File: src/design/mbe_pkg.sv
// ---------------------------------------------------------------------------
// mbe_pkg
// Shared types and constants for the escape-time iterator: request and result
// payloads, controller-to-datapath command, register map and number formats.
// ---------------------------------------------------------------------------
package mbe_pkg;

  // Number formats
  localparam int FRAC_BITS = 28;             // fraction bits of c, z and |z|^2
  localparam int C_W       = 32;             // signed Q4.FRAC point coordinates
  localparam int MAG_W     = 36;             // unsigned magnitudes and squares
  localparam int HALF_W    = 18;             // multiplier operand slice
  localparam int PP_W      = MAG_W + HALF_W; // one partial product
  localparam int PROD_W    = 2 * MAG_W;      // full square or cross product
  localparam int SUM_W     = MAG_W + 3;      // signed sum before saturation
  localparam int CNT_W     = 16;             // iteration counter

  localparam logic [MAG_W-1:0] MAG_MAX = {MAG_W{1'b1}};

  // Configuration port
  localparam int ADDR_W = 4;
  localparam int DATA_W = 64;

  localparam logic REG_MAX_ITER = 1'b0;
  localparam logic REG_RADIUS   = 1'b1;

  localparam logic [CNT_W-1:0] MAX_ITER_RST = 16'd256;
  localparam logic [MAG_W-1:0] RADIUS_RST   = 36'h040000000;

  // Multiplier operand pairs
  localparam logic [1:0] MUL_RE_IM = 2'd0;
  localparam logic [1:0] MUL_RE_RE = 2'd1;
  localparam logic [1:0] MUL_IM_IM = 2'd2;

  typedef struct packed {
    logic signed [C_W-1:0] c_re;
    logic signed [C_W-1:0] c_im;
  } mbe_in_t;

  typedef struct packed {
    logic             escaped;
    logic [CNT_W-1:0] iteration_count;
    logic [MAG_W-1:0] escape_mag;
  } mbe_out_t;

  typedef struct packed {
    logic             init;        // load c, clear z and its squares
    logic [1:0]       mul_sel;
    logic             mul_hi;      // use upper slice of second operand
    logic             acc_load;
    logic             acc_add;
    logic             cross_ld;
    logic             z_ld;
    logic             re2_ld;
    logic             im2_ld;
    logic             res_ld;
    logic             res_escaped;
    logic [CNT_W-1:0] count;
  } mbe_cmd_t;

endpackage

File: src/design/mandelbrot_escape_iterator.sv
// ---------------------------------------------------------------------------
// mandelbrot_escape_iterator
// Escape-time iterator for one point c: z = z*z + c from z = 0 in fixed
// point, reporting escape, iteration index and |z|^2.
// ---------------------------------------------------------------------------
//  channel   signals                                  dir  meaning
//  request   start, busy, point{c_re,c_im}            in   taken when start && !busy
//  result    done, result{escaped,count,escape_mag}   out  valid for the done cycle
//  config    psel, penable, pwrite, paddr, pwdata,    in   limit at 0x0, radius^2 at 0x8
//            prdata, pready
//
// Each iteration forms three 36x36 products through one shared 36x18
// multiplier, two slices each, then saturation, z update and compare.
// done rises once iteration k+1 ends, k the escape index, or once limit
// iterations end when the point stays bounded (in the next cycle at limit 0).
// busy falls in the done cycle, so the next request may be taken there.
// rst is synchronous and restores the registers (limit 256, radius^2 4.0).
// Results cannot be stalled.
// ---------------------------------------------------------------------------
module mandelbrot_escape_iterator (
  input  logic                        clk,
  input  logic                        rst,
  input  logic                        psel,
  input  logic                        penable,
  input  logic                        pwrite,
  input  logic [mbe_pkg::ADDR_W-1:0]  paddr,
  input  logic [mbe_pkg::DATA_W-1:0]  pwdata,
  output logic [mbe_pkg::DATA_W-1:0]  prdata,
  output logic                        pready,
  input  logic                        start,
  input  mbe_pkg::mbe_in_t            point,
  output logic                        busy,
  output logic                        done,
  output mbe_pkg::mbe_out_t           result
);

  logic [mbe_pkg::CNT_W-1:0] iter_limit;
  logic [mbe_pkg::MAG_W-1:0] esc_thresh;
  logic                      mag_gt;
  mbe_pkg::mbe_cmd_t         cmd;

  assign pready = 1'b1;

  mbe_regs u_regs (
    .clk        (clk),
    .rst        (rst),
    .psel       (psel),
    .penable    (penable),
    .pwrite     (pwrite),
    .paddr      (paddr),
    .pwdata     (pwdata),
    .prdata     (prdata),
    .iter_limit (iter_limit),
    .esc_thresh (esc_thresh)
  );

  mbe_ctrl u_ctrl (
    .clk        (clk),
    .rst        (rst),
    .start      (start),
    .iter_limit (iter_limit),
    .mag_gt     (mag_gt),
    .busy       (busy),
    .done       (done),
    .cmd        (cmd)
  );

  mbe_dp u_dp (
    .clk       (clk),
    .cmd       (cmd),
    .point     (point),
    .radius_sq (esc_thresh),
    .mag_gt    (mag_gt),
    .result    (result)
  );

`ifndef NO_ASSERTIONS
  // a zero limit answers in the next cycle
  a_zero_limit: assert property (@(posedge clk) disable iff (rst)
    (start && !busy && iter_limit == '0) |=> done)
    else $error("zero limit did not finish at once");

  // an escaped result lies above the radius and below the limit
  a_escape_mag: assert property (@(posedge clk) disable iff (rst)
    (done && result.escaped) |->
      (result.escape_mag > esc_thresh && result.iteration_count < iter_limit))
    else $error("escaped result inconsistent with configuration");

  // a bounded point reports the limit and a zero magnitude
  a_bounded: assert property (@(posedge clk) disable iff (rst)
    (done && !result.escaped) |->
      (result.escape_mag == '0 && result.iteration_count == iter_limit))
    else $error("bounded result inconsistent with limit");

  // the result strobe comes only as the controller returns to idle
  a_done_idle: assert property (@(posedge clk) disable iff (rst)
    done |-> !busy)
    else $error("result strobe while busy");
`endif

endmodule

File: src/design/mbe_regs.sv
// ---------------------------------------------------------------------------
// mbe_regs
// Configuration registers behind the APB-style port: iteration limit and
// escape radius squared, with read back.
// ---------------------------------------------------------------------------
module mbe_regs (
  input  logic                        clk,
  input  logic                        rst,
  input  logic                        psel,
  input  logic                        penable,
  input  logic                        pwrite,
  input  logic [mbe_pkg::ADDR_W-1:0]  paddr,
  input  logic [mbe_pkg::DATA_W-1:0]  pwdata,
  output logic [mbe_pkg::DATA_W-1:0]  prdata,
  output logic [mbe_pkg::CNT_W-1:0]   iter_limit,
  output logic [mbe_pkg::MAG_W-1:0]   esc_thresh
);

  logic wr_en;
  logic sel;

  assign wr_en = psel && penable && pwrite;
  assign sel   = paddr[mbe_pkg::ADDR_W-1];

  always_ff @(posedge clk) begin
    if (rst) begin
      iter_limit <= mbe_pkg::MAX_ITER_RST;
      esc_thresh <= mbe_pkg::RADIUS_RST;
    end else if (wr_en) begin
      if (sel == mbe_pkg::REG_MAX_ITER) begin
        iter_limit <= pwdata[mbe_pkg::CNT_W-1:0];
      end else begin
        esc_thresh <= pwdata[mbe_pkg::MAG_W-1:0];
      end
    end
  end

  always_comb begin
    if (sel == mbe_pkg::REG_MAX_ITER) begin
      prdata = mbe_pkg::DATA_W'(iter_limit);
    end else begin
      prdata = mbe_pkg::DATA_W'(esc_thresh);
    end
  end

endmodule

File: src/design/mbe_dp.sv
// ---------------------------------------------------------------------------
// mbe_dp
// Datapath: z in sign-magnitude form, one shared 36x18 multiplier with a
// 72-bit accumulator, saturating z update, |z|^2 compare and result register.
// ---------------------------------------------------------------------------
module mbe_dp (
  input  logic                       clk,
  input  mbe_pkg::mbe_cmd_t          cmd,
  input  mbe_pkg::mbe_in_t           point,
  input  logic [mbe_pkg::MAG_W-1:0]  radius_sq,
  output logic                       mag_gt,
  output mbe_pkg::mbe_out_t          result
);

  logic signed [mbe_pkg::C_W-1:0]    c_re;
  logic signed [mbe_pkg::C_W-1:0]    c_im;
  logic [mbe_pkg::MAG_W-1:0]         re_mag;
  logic [mbe_pkg::MAG_W-1:0]         im_mag;
  logic                              re_neg;
  logic                              im_neg;
  logic [mbe_pkg::MAG_W-1:0]         re2;
  logic [mbe_pkg::MAG_W-1:0]         im2;
  logic [mbe_pkg::MAG_W-1:0]         xprod;

  logic [mbe_pkg::MAG_W-1:0]         mul_a;
  logic [mbe_pkg::MAG_W-1:0]         mul_b;
  logic [mbe_pkg::HALF_W-1:0]        mul_b_half;
  logic [mbe_pkg::PP_W-1:0]          pp;
  logic [mbe_pkg::PROD_W-1:0]        acc;

  logic [mbe_pkg::PROD_W-1:0]        sh_sq;
  logic [mbe_pkg::PROD_W-1:0]        sh_x;
  logic [mbe_pkg::MAG_W-1:0]         sq_sat;
  logic [mbe_pkg::MAG_W-1:0]         x_sat;

  logic signed [mbe_pkg::SUM_W-1:0]  re_sum;
  logic signed [mbe_pkg::SUM_W-1:0]  im_sum;
  logic signed [mbe_pkg::SUM_W-1:0]  cross_s;
  logic [mbe_pkg::SUM_W-1:0]         re_abs;
  logic [mbe_pkg::SUM_W-1:0]         im_abs;
  logic [mbe_pkg::MAG_W-1:0]         re_mag_next;
  logic [mbe_pkg::MAG_W-1:0]         im_mag_next;

  logic [mbe_pkg::MAG_W:0]           mag_sum;
  logic [mbe_pkg::MAG_W-1:0]         mag;

  // Operand select for the shared multiplier
  always_comb begin
    case (cmd.mul_sel)
      mbe_pkg::MUL_RE_RE: begin
        mul_a = re_mag;
        mul_b = re_mag;
      end
      mbe_pkg::MUL_IM_IM: begin
        mul_a = im_mag;
        mul_b = im_mag;
      end
      default: begin
        mul_a = re_mag;
        mul_b = im_mag;
      end
    endcase
    mul_b_half = cmd.mul_hi ? mul_b[mbe_pkg::MAG_W-1:mbe_pkg::HALF_W]
                            : mul_b[mbe_pkg::HALF_W-1:0];
  end

  always_ff @(posedge clk) begin
    pp <= mbe_pkg::PP_W'(mul_a) * mbe_pkg::PP_W'(mul_b_half);
    if (cmd.acc_load) begin
      acc <= mbe_pkg::PROD_W'(pp);
    end else if (cmd.acc_add) begin
      acc <= acc + (mbe_pkg::PROD_W'(pp) << mbe_pkg::HALF_W);
    end
  end

  // Squares drop FRAC_BITS, the doubled cross product one fewer
  assign sh_sq  = acc >> mbe_pkg::FRAC_BITS;
  assign sh_x   = acc >> (mbe_pkg::FRAC_BITS - 1);
  assign sq_sat = (|sh_sq[mbe_pkg::PROD_W-1:mbe_pkg::MAG_W]) ? mbe_pkg::MAG_MAX
                                                              : sh_sq[mbe_pkg::MAG_W-1:0];
  assign x_sat  = (|sh_x[mbe_pkg::PROD_W-1:mbe_pkg::MAG_W]) ? mbe_pkg::MAG_MAX
                                                             : sh_x[mbe_pkg::MAG_W-1:0];

  // z update, saturated to +/-(2^36 - 1)
  always_comb begin
    cross_s = $signed({3'b000, xprod});
    if (re_neg ^ im_neg) begin
      cross_s = -cross_s;
    end
    re_sum = $signed({3'b000, re2}) - $signed({3'b000, im2})
           + mbe_pkg::SUM_W'(c_re);
    im_sum = cross_s + mbe_pkg::SUM_W'(c_im);
    re_abs = re_sum[mbe_pkg::SUM_W-1] ? unsigned'(-re_sum) : unsigned'(re_sum);
    im_abs = im_sum[mbe_pkg::SUM_W-1] ? unsigned'(-im_sum) : unsigned'(im_sum);
    re_mag_next = (|re_abs[mbe_pkg::SUM_W-1:mbe_pkg::MAG_W]) ? mbe_pkg::MAG_MAX
                                                             : re_abs[mbe_pkg::MAG_W-1:0];
    im_mag_next = (|im_abs[mbe_pkg::SUM_W-1:mbe_pkg::MAG_W]) ? mbe_pkg::MAG_MAX
                                                             : im_abs[mbe_pkg::MAG_W-1:0];
  end

  always_ff @(posedge clk) begin
    if (cmd.init) begin
      c_re   <= point.c_re;
      c_im   <= point.c_im;
      re_mag <= '0;
      im_mag <= '0;
      re_neg <= 1'b0;
      im_neg <= 1'b0;
      re2    <= '0;
      im2    <= '0;
    end else begin
      if (cmd.z_ld) begin
        re_mag <= re_mag_next;
        im_mag <= im_mag_next;
        re_neg <= re_sum[mbe_pkg::SUM_W-1];
        im_neg <= im_sum[mbe_pkg::SUM_W-1];
      end
      if (cmd.re2_ld) begin
        re2 <= sq_sat;
      end
      if (cmd.im2_ld) begin
        im2 <= sq_sat;
      end
    end
    if (cmd.cross_ld) begin
      xprod <= x_sat;
    end
  end

  assign mag_sum = {1'b0, re2} + {1'b0, im2};
  assign mag     = mag_sum[mbe_pkg::MAG_W] ? mbe_pkg::MAG_MAX : mag_sum[mbe_pkg::MAG_W-1:0];
  assign mag_gt  = mag > radius_sq;

  always_ff @(posedge clk) begin
    if (cmd.res_ld) begin
      result.escaped         <= cmd.res_escaped;
      result.iteration_count <= cmd.count;
      result.escape_mag      <= cmd.res_escaped ? mag : '0;
    end
  end

endmodule

File: src/design/mbe_ctrl.sv
// ---------------------------------------------------------------------------
// mbe_ctrl
// Controller: accepts a request, runs the twelve-step schedule of one
// iteration on the datapath, counts iterations and decides escape or limit.
// ---------------------------------------------------------------------------
module mbe_ctrl (
  input  logic                       clk,
  input  logic                       rst,
  input  logic                       start,
  input  logic [mbe_pkg::CNT_W-1:0]  iter_limit,
  input  logic                       mag_gt,
  output logic                       busy,
  output logic                       done,
  output mbe_pkg::mbe_cmd_t          cmd
);

  localparam logic ST_IDLE = 1'b0;
  localparam logic ST_RUN  = 1'b1;

  localparam logic [3:0] S_X_LO    = 4'd0;
  localparam logic [3:0] S_X_HI    = 4'd1;
  localparam logic [3:0] S_X_ACC   = 4'd2;
  localparam logic [3:0] S_X_SAT   = 4'd3;
  localparam logic [3:0] S_Z_UPD   = 4'd4;
  localparam logic [3:0] S_RE_LO   = 4'd5;
  localparam logic [3:0] S_RE_HI   = 4'd6;
  localparam logic [3:0] S_IM_LO   = 4'd7;
  localparam logic [3:0] S_IM_HI   = 4'd8;
  localparam logic [3:0] S_IM_ACC  = 4'd9;
  localparam logic [3:0] S_IM_SAT  = 4'd10;
  localparam logic [3:0] S_CHECK   = 4'd11;

  logic                      state;
  logic                      state_next;
  logic [3:0]                step;
  logic [3:0]                step_next;
  logic [mbe_pkg::CNT_W-1:0] iter;
  logic [mbe_pkg::CNT_W-1:0] iter_next;
  logic [mbe_pkg::CNT_W-1:0] iter_inc;
  logic                      done_next;

  assign busy     = (state == ST_RUN);
  assign iter_inc = iter + mbe_pkg::CNT_W'(1);

  always_comb begin
    state_next = state;
    step_next  = step;
    iter_next  = iter;
    done_next  = 1'b0;
    cmd        = '0;
    cmd.mul_sel = mbe_pkg::MUL_RE_IM;
    case (state)
      ST_IDLE: begin
        if (start) begin
          cmd.init = 1'b1;
          if (iter_limit == '0) begin
            // nothing to iterate: report the limit at once
            cmd.res_ld = 1'b1;
            cmd.count  = iter_limit;
            done_next  = 1'b1;
          end else begin
            state_next = ST_RUN;
            step_next  = S_X_LO;
            iter_next  = '0;
          end
        end
      end
      ST_RUN: begin
        step_next = step + 4'd1;
        case (step)
          S_X_LO: begin
            cmd.mul_sel = mbe_pkg::MUL_RE_IM;
          end
          S_X_HI: begin
            cmd.mul_sel  = mbe_pkg::MUL_RE_IM;
            cmd.mul_hi   = 1'b1;
            cmd.acc_load = 1'b1;
          end
          S_X_ACC: begin
            cmd.acc_add = 1'b1;
          end
          S_X_SAT: begin
            cmd.cross_ld = 1'b1;
          end
          S_Z_UPD: begin
            cmd.z_ld = 1'b1;
          end
          S_RE_LO: begin
            cmd.mul_sel = mbe_pkg::MUL_RE_RE;
          end
          S_RE_HI: begin
            cmd.mul_sel  = mbe_pkg::MUL_RE_RE;
            cmd.mul_hi   = 1'b1;
            cmd.acc_load = 1'b1;
          end
          S_IM_LO: begin
            cmd.mul_sel = mbe_pkg::MUL_IM_IM;
            cmd.acc_add = 1'b1;
          end
          S_IM_HI: begin
            cmd.mul_sel  = mbe_pkg::MUL_IM_IM;
            cmd.mul_hi   = 1'b1;
            cmd.acc_load = 1'b1;
            cmd.re2_ld   = 1'b1;
          end
          S_IM_ACC: begin
            cmd.acc_add = 1'b1;
          end
          S_IM_SAT: begin
            cmd.im2_ld = 1'b1;
          end
          S_CHECK: begin
            step_next = S_X_LO;
            if (mag_gt) begin
              cmd.res_ld      = 1'b1;
              cmd.res_escaped = 1'b1;
              cmd.count       = iter;
              done_next       = 1'b1;
              state_next      = ST_IDLE;
            end else if (iter_inc == iter_limit) begin
              cmd.res_ld = 1'b1;
              cmd.count  = iter_limit;
              done_next  = 1'b1;
              state_next = ST_IDLE;
            end else begin
              iter_next = iter_inc;
            end
          end
          default: begin
            step_next  = S_X_LO;
            state_next = ST_IDLE;
          end
        endcase
      end
      default: begin
        state_next = ST_IDLE;
      end
    endcase
  end

  always_ff @(posedge clk) begin
    if (rst) begin
      state <= ST_IDLE;
      step  <= S_X_LO;
      iter  <= '0;
      done  <= 1'b0;
    end else begin
      state <= state_next;
      step  <= step_next;
      iter  <= iter_next;
      done  <= done_next;
    end
  end

endmodule

File: config.mk
export PLATFORM = sky130hd
export DESIGN_NAME = mandelbrot_escape_iterator
export DESIGN_NICKNAME = d
export VERILOG_FILES = /design/src/design/mbe_pkg.sv /design/src/design/mandelbrot_escape_iterator.sv /design/src/design/mbe_regs.sv /design/src/design/mbe_dp.sv /design/src/design/mbe_ctrl.sv
export SDC_FILE = /design/constraint.sdc
export NUM_CORES = 2
export LEC_CHECK = 0
export BUFFER_PORTS_ARGS = -buffer_cell sky130_fd_sc_hd__clkbuf_2
export CORE_ASPECT_RATIO = 1.1
export CORE_UTILIZATION = 55
export CTS_CLUSTER_DIAMETER = 120
export DETAILED_ROUTE_END_ITERATION = 7
export GPL_TIMING_DRIVEN = 0
export PLACE_DENSITY_LB_ADDON = 0.1
export RECOVER_POWER = 50
export SYNTH_ARGS = -nofsm -noshare
export SYNTH_HDL_FRONTEND = slang
export SYNTH_SLANG_ARGS = --single-unit
export TNS_END_PERCENT = 30
File: constraint.sdc
create_clock -name clk -period 15.65 [get_ports clk]
set_input_delay 3.13 -clock clk [delete_from_list [all_inputs] [get_ports clk]]
set_output_delay 3.13 -clock clk [all_outputs]
set_load 0.01 [all_outputs]
==> impl_results.md <==
- Status: finished, violations left
- Violated checks: max-capacitance violations, max-slew violations
- Layout area overhead: 8.51%
- Buf/Inv on CP: 10
- Clk_lat worst skew: around 630 ps
- Site Rows: approximately 120
- Post-CTS Hold Fix Bufs: 0
- Starting Density: 0.558
- Area of the core: 93,000 um^2
- Place WS: 3030 ps
- I/O Buffers: a little under 200
- WL/cell: 23.7 um
- Post-detail-place hpwl: between 150,000 and 200,000 um
- Inserted Clock Buffers: 52
- Hold WS: 454 ps
- Worst r2r src: u_ctrl.step[0]
- Post-CTS setup buffers: 0
- Critical path peak fanout: 10
- Number of vias per cell: slightly below 6
- Fillers: 8,596
- Setup WS post-layout: ~2700 ps
- Crit-path max cell delay: a little over 900 ps
- Htree depth: 2
- DRT iter0 DRCs: approximately 3,600
- Distinct cell type count after synthesis: 87
- Tmin final: 12,900 ps
- DIE AREA: 95,500 um^2
- Chip height: 324 um
- Setup Crit Path Kind: reg -> reg
- Power Density: 53.5 nW/um^2
- Number of routed nets with antenna violations: 0
- Syn Area/Cell: around 8.6 um^2
- CTS root buf: clkbuf_16
- Setup Skew: roughly 18 ps
- CTS tree: yes
- Initial antenna violation count: 8
- Max Buffers Root-to-Sink: 3
- Relative slew slack: -0.651
- First-pass GRT wire length: between 200,000 and 300,000 um
- Largest net degree at the start of global routing: 42
- CP required: between 15,000 and 20,000 ps
- Io pins: between 200 and 300
- Via Count: about 44,000
- GPL Wtd Cong: between 1 and 1.5
- Post-route cell area: around 56,000 um^2
- Tcrit/Tclk final: 0.824
- Setup crit start: u_ctrl.step[0]
- Ys flop type: dfxtp_1
- Layout Utilization: 0.605
- Asr flop ratio synth: 0
- YS warnings: 0
- Total of max-cap violations: 3
- WL final: between 150,000 and 200,000 um
- Post-synth EDFFs: about 190
- Share of cells above drive strength 1: 0.0642
- Pins Over Slew Limit: 83
- Total power: approximately 3 mW
- Vias in the first global route: 43,500
- # DRC: 0
- Lkg Pwr: about 26 nW
- Worst Max-Slew Pin Slew: approximately 2500 ps
- Cell count after synthesis: between 6,000 and 7,000
- Final Hold Fails: 0
- Slowest-stage cell, CP: o21ai_0
- Gr usage total: 0.379
- Placed cell count: approximately 7,500
- Worst Setup Start Kind: flop
- Post-cts resize count: 0
- Pre-antenna DRT Iters: 6
- Critical Path End Type: flop
- Post-Layout Cell Count: about 7,600
- CTS Sinks: 481
- TNS Setup: 0 ps
- Dpl cell area: between 50,000 and 60,000 um^2
- Unrepaired setup endpoints after global routing: false
- Congestion Overflow GR: 0
- CP top delay family: compound AO/OA/AOI/OAI gates
- Peak supply drop: about 0.080 mV
- Nets: 7,397
- FMAX: between 70 and 80 MHz
- HP Class: reg -> reg
- Final setup violation count: 0
- Register area share after synthesis: 0.222
- Min-delay src: u_regs.esc_thresh[33]
- CP arrival: 13,460 ps
- Number of synthesized register bits: roughly 480
- Synthesized area: 51,800 um^2
- Clock slew at reported path FFs: around 60 ps
- Die X: 295 um
-- final timing paths --
| check | to | slack (ps) | cells past startpoint |
|---|---|---|---|
| hold reg to reg | u_regs.esc_thresh[33] | 450 | 2 |
| hold / removal | u_regs.esc_thresh[33] | 450 | 2 |
| setup reg to reg | u_dp.pp[52] | 2750 | 36 |
| setup / recovery | u_dp.pp[52] | 2750 | 36 |
-- metal layers --
layer / up-vias / routed length, um / global-route usage
met1: 21500 / 66900 / 0.434
met4: 0 / 16600 / 0.293
met5: - / 0 / 0
li1: 20500 / - / -
met2: 1811 / 85400 / 0.639
met3: 515 / 12200 / 0.0565
-- power by group --
group / total [mW] / switching [mW] / internal, mW
clock: 1.28 / 0.555 / 0.727
combinational: 0.377 / 0.252 / 0.125
sequential: 1.35 / 0.0203 / 1.33
total: 3.01 / 0.828 / 2.18
-- logic make-up after synthesis --
| family | synth area share |
|---|---|
| fa+ha+maj | 0.302 |
| mux | 0.0268 |
| xor+xnor | 0.0569 |
| flops | 0.222 |
| other cells | 0.000145 |
| simple gates | 0.160 |
| compound gates | 0.150 |
| buf+inv | 0.0824 |
-- state kept, by name (all words and copies together) (netlist names) --
name	count
u_dp.xprod	36
u_ctrl.done	1
u_dp.result	53
u_dp.im_mag	36
u_ctrl.iter	16
u_ctrl.busy	1
u_dp.im2	36
u_ctrl.step	4
u_dp.re_neg	1
u_dp.im_neg	1
u_dp.re_mag	36
u_dp.acc	54
u_regs.esc_thresh	36
u_regs.iter_limit	16
u_dp.c_im	32
u_dp.re2	36
u_dp.c_re	32
u_dp.pp	54
-- worst reg2reg max path: cells and delay by family (launching register included) --
kind / cells / cell delay, ps
flip-flops: 1 / 340
AO/OA/AOI/OAI: 11 / 4120
multiplexers: 2 / 440
XOR/XNOR: 1 / 160
AND/OR/NAND/NOR: 4 / 650
buffers and inverters: 10 / 3270
adder cells (fa/ha/maj): 8 / 3830
-- area by class of cell --
| type | count | area [um^2] | area share |
|---|---|---|---|
| flip-flops and latches | 481 | 11500 | 0.205 |
| repair buffers | 203 | 960 | 0.0171 |
| plain buffers | 302 | 1270 | 0.0226 |
| well taps | 1249 | 1560 | 0.0278 |
| multi-input cells | 4498 | 36200 | 0.643 |
| clock inverters | 34 | 297 | 0.00527 |
| clock buffers | 64 | 1450 | 0.0258 |
| inverters | 800 | 3000 | 0.0534 |
| diodes | 7 | 17.5 | 0.000311 |
-- synth_stat cells, drive strengths merged, types with 132 or more instances --
library cell | count | area share
edfxtp | 189 | 0.11
xnor2 | 203 | 0.034
nand2 | 760 | 0.055
clkbuf | 245 | 0.018
fa | 549 | 0.21
a21oi | 427 | 0.043
dfxtp | 292 | 0.11
ha | 372 | 0.090
xor2 | 132 | 0.023
nor2 | 549 | 0.040
o21ai | 266 | 0.026
inv | 800 | 0.058
-- layout by cell type (no fill, tap or decap), types with 45 or more instances in the layout --
cell	n
o21ai_0	257
clkbuf_16	56
nand3_1	74
inv_1	798
ha_1	372
a21oi_1	399
edfxtp_1	189
nor3_1	52
a21o_1	123
a31oi_1	71
or3_1	62
clkbuf_2	145
xnor2_1	203
clkbuf_1	308
fa_1	549
a211oi_1	103
mux2i_1	51
nand2b_1	55
dfxtp_1	292
and2_1	88
mux2_2	53
nand2_1	760
nor2b_1	45
o21a_1	45
xor2_1	130
nor2_1	549
(Power assumes the default switching activity.)
